File: config.mk
export PLATFORM = sky130hd
export DESIGN_NAME = wfd_ram
export DESIGN_NICKNAME = d
export VERILOG_FILES = /design/src/hw/rtl/wfd_ram.sv
export SDC_FILE = /design/constraint.sdc
export NUM_CORES = 2
export LEC_CHECK = 0
export BUFFER_PORTS_ARGS = -buffer_cell sky130_fd_sc_hd__buf_2
export CAP_MARGIN = 25
export CORE_ASPECT_RATIO = 1.75
export CORE_UTILIZATION = 40
export DETAILED_ROUTE_END_ITERATION = 7
export PLACE_DENSITY_LB_ADDON = 0.3
export SETUP_SLACK_MARGIN = 0.02
export SLEW_MARGIN = 20
export SYNTH_ARGS = -nofsm -noshare
export SYNTH_HDL_FRONTEND = slang
export SYNTH_SLANG_ARGS = --single-unit
File: constraint.sdc
create_clock -name i_clk -period 5.25 [get_ports i_clk]
set_input_delay 0.2625 -clock i_clk [delete_from_list [all_inputs] [get_ports i_clk]]
set_output_delay 0.2625 -clock i_clk [all_outputs]
set_load 0.03 [all_outputs]
File: src/hw/rtl/wfd_ram.sv
`timescale 1ns / 1ps

module wfd_ram #(
    parameter int P_WIDTH = 8,
    parameter int P_DEPTH = 256
) (
    input  logic                       i_clk,
    input  logic                       i_we,
    input  logic [$clog2(P_DEPTH)-1:0] i_waddr,
    input  logic [P_WIDTH-1:0]         i_wdata,
    input  logic                       i_re,
    input  logic [$clog2(P_DEPTH)-1:0] i_raddr,
    output logic [P_WIDTH-1:0]         o_rdata
);

    logic [P_WIDTH-1:0] r_mem [P_DEPTH];

    always_ff @(posedge i_clk) begin
        if (i_we) begin
            r_mem[i_waddr] <= i_wdata;
        end
        if (i_re) begin
            o_rdata <= r_mem[i_raddr];
        end
    end

endmodule

== After elaboration in Yosys (flattened, before gate mapping) ==
Memories as Yosys holds them, arrays and structs flattened. A register that Yosys moved wholly into a read port is not among the register bits.
Cells that the tools add are included.
Word-level totals
  memories: 1
  output and inout bits: 8
  logic and storage cells: 3
  memory bits (writable): 2048
  register bits: 0
Memory list
  r_mem: depth 256, width 8, rd ports 1, clocked after memory_dff 1, wr ports 1, line 16  | logic [P_WIDTH-1:0] r_mem [P_DEPTH];
Operators by class
  muxes and demuxes: 2
Operator list (count)
  $mux W1: 2

== Longest topological paths before layout ==
  word-level depth: 2
  gate-level depth with buffers: 11
  gate-level depth less buffers: 6

== Worst setup path before layout ==
Ideal clock, no wire load.
  kind: input to register
  from: input port i_raddr[0]
  to: register o_rdata[2], read port of r_mem (data pin)
  library setup time: 269 ps
  stages on the path: 9
  buffers on the path: 4
  slack: 2911 ps
  data arrival time: 2070 ps
  cell sequence: buf_6 > buf_12 > buf_8 > buf_2 > mux4_2 > a22oi_1 > a21oi_1 > nor4_1 > nor4_2
RTL lines
  start, declared: line 12  | input logic [$clog2(P_DEPTH)-1:0] i_raddr,
  end, declared: line 13  | output logic [P_WIDTH-1:0] o_rdata

==> flow_metrics.tcl <==
set metrics [dict create \
    nNetsFinal 3884 \
    cts_tree "yes" \
    worstHoldEndpoint "r_mem[63][1]" \
    cp-start-kind "primary input" \
    numCtsBuffers 180 \
    whs_path_depth 1 \
    synth_area_leaders "edfxtp_1, mux4_2, mux2i_1" \
    worst_path_max_delay_cell "nor4_1" \
    crit_fanout 44 \
    cts-root-buf "clkbuf_16" \
    detail-route-antenna-nets 0 \
    dr.pass1.iters 6 \
    wl_met3_mm 10.4 \
    r2r_cells 7 \
    finalNonFillerCells 6609 \
    ios 35 \
    syn_nets 3760 \
    grtUsageTotal 0.207 \
    final.setup.tns_ns 0 \
    ctsResizeCount 0 \
    clk_pin_slew_ns 0.07 \
    syn_inst 3733 \
    max_stage_delay_ns 0.84 \
    synth_edf_count 2056 \
    path_buf_inv 3 \
    grt_pass1_vias 39800 \
    wirelength_mm 210 \
    routed-via-count 38100 \
    drv_cap 0 \
    post-synth-top-area-cell "edfxtp_1" \
    ys_warn_count 0 \
    tightest_slew_ns 1.35 \
    status "finished, final reports clean" \
    synthFlopType "edfxtp_1" \
    crit_cells 9 \
    area_growth_pct 11.4 \
    yosysSeqAreaShare 0.775 \
    overflow 0 \
    worstHoldStart "i_wdata[1]" \
    crit_required_ns 5.81 \
    r2r-end "o_rdata[0]" \
    dieArea_um2 201000 \
    clock_sinks 2056 \
    p_leak_nw 26.9 \
    wl_per_cell_um 31.8 \
    dr.first_iter.drc_count 3534 \
    hold_class "in2reg" \
    met2_length_mm 114 \
    globalplace.congestion 0.917 \
    setup_viol 0 \
    top_layer "met5" \
    rows 216 \
    drive_gt1_frac 0.224 \
    regToRegSetupSlack_ns 1.99 \
    crit_chain "buf_8 > buf_4 > mux4_2 > nor2b_1 > a211oi_1 > nor2_1 > nor4_1 > buf_4 > nor4_2" \
    ys_ff_latch 2056 \
    place_inst 6279 \
    antenna_found_initial 14 \
    ir_worst_vdd_uv 273 \
    viasPerCell 5.77 \
    grt_pass1_wl_mm 296 \
    fmax_mhz 299 \
    critPathTopFamily "simple AND/OR/NAND/NOR gates" \
    path_class "in2reg" \
    drc 0 \
    endpoint_kind "register" \
    numPortBuffers 34 \
    clock_skew_ns 0.0480 \
    met1_length_mm 73.0 \
    htree_levels 4 \
    start_util 0.403 \
    rsz0062_at_grt "false" \
    dieHeight_um 592 \
    min_period_over_period 0.636 \
    cp_data_arrival_time_ns 3.90 \
    core_um2 198000 \
    powerDensity_nw_per_um2 369 \
    finalHoldViolations 0 \
    dp_hpwl_mm 135 \
    dieWidth_um 339 \
    synth_top_cell_area_share 0.775 \
    cp_common_cell "buf_4" \
    avgSynthCellArea_um2 21.3 \
    insertion_delay_ns 0.84 \
    fin_crit_ns 3.34 \
    synthArstFlopShare 0 \
    yosysUniqueCellTypes 54 \
    slew_headroom 0.0972 \
    slew_violations 0 \
    syn_area_um2 79600 \
    grt_max_degree 212 \
    clockBufferDepth 4 \
    regToRegStartpoint "r_mem[77][0]" \
]
stage by stage:
step	worst slack, ns	power, mW	utilization	hold WS, ns	instance area (um^2)
3_5_place_dp	0.971	20.2	0.420	0.687	83000
2_1_floorplan	2.91	19.4	-	0.361	79600
3_3_place_gp	0.696	20.1	0.419	0.675	82900
4_1_cts	1.84	32.9	0.448	0.00330	88600
6_report	1.91	32.7	0.448	0.0493	88700
5_1_grt	1.91	33.4	0.448	0.0717	88700
cell type report:
| class | instances | area, um^2 |
|---|---|---|
| Multi-Input combinational cell | 1442 | 16500 |
| Inverter | 2 | 7.51 |
| Clock buffer | 216 | 4700 |
| Fill cell | 16700 | 109000 |
| Antenna cell | 4 | 10.0 |
| Clock inverter | 98 | 823 |
| Timing Repair Buffer | 175 | 1610 |
| Sequential cell | 2056 | 61700 |
| Tap cell | 2616 | 3270 |
how the worst max path moves through the flow:
stage	slack (ns)	from	to
floorplan	2.91	i_raddr[0]	o_rdata[2]
global placement	0.70	i_raddr[0]	o_rdata[1]
detailed placement	0.97	i_raddr[0]	o_rdata[0]
CTS	1.84	i_raddr[0]	o_rdata[0]
global route	1.91	i_raddr[0]	o_rdata[0]
finish	1.91	i_raddr[0]	o_rdata[0]
metal layers:
metal,global-route usage,vias to the layer above
li1,-,15900
met1,0.231,20400
met2,0.383,1343
met3,0.0266,435
met4,0.114,8
met5,0,-
cells in the final DEF (no fill, tap or decap), types with 5 or more instances in the layout:
master	n
edfxtp_1	2056
mux4_2	454
nor2_1	279
clkbuf_16	183
mux2i_1	134
a22oi_1	133
buf_4	113
a21oi_1	96
o221ai_1	46
clkinv_2	36
clkinv_1	34
nand3_1	34
clkbuf_1	33
nand2_1	32
o22ai_1	28
nor2b_1	28
buf_2	25
nor3_1	22
nor4_1	20
buf_12	18
a211oi_1	16
a221oi_1	13
bufinv_16	13
nand4_1	10
o211ai_1	10
o21ai_0	10
buf_8	10
clkinvlp_4	9
nand2b_1	8
a22o_1	8
nor4_2	7
dlygate4sd3_1	7
and2_1	5
o22a_1	5
inv_6	5
registers in the layout, summed over array words and instances (netlist names):
name,cells
r_mem,2048
o_rdata,8
power breakdown:
| group | internal [mW] | switching [mW] | total (mW) |
|---|---|---|---|
| logic | 0.558 | 1.12 | 1.68 |
| registers | 18.1 | 0.0234 | 18.1 |
| clock network | 7.03 | 5.86 | 12.9 |
| total | 25.7 | 7.01 | 32.7 |
cells by family after synthesis:
group                  synth area share
and+or+nand+nor                  0.0263
DFF                               0.775
muxes                             0.146
buffers and inverters            0.0183
AOI/OAI and AO/OA                0.0342
synthesized netlist by cell type, drive strengths merged, types with 6 or more instances:
master / number
nor4: 27
o21ai: 12
nand4: 10
a221oi: 14
a22o: 8
clkbuf: 111
nor3: 22
nand2: 33
nand3: 34
a211oi: 16
mux2i: 134
nor2: 282
nor2b: 31
and2: 6
a22oi: 133
nand2b: 8
a21oi: 96
o221ai: 47
edfxtp: 2056
mux4: 456
o22ai: 28
buf: 122
o211ai: 10
timing repair:
| item | in CTS | in global routing |
|---|---|---|
| setup endpoints to repair | 0 | 0 |
| hold buffers | 5 | 2 |
| setup buffers | 0 | 0 |
| endpoints found under the hold margin | 193 | 11 |
No activity file was read; power rests on OpenSTA's default activity.
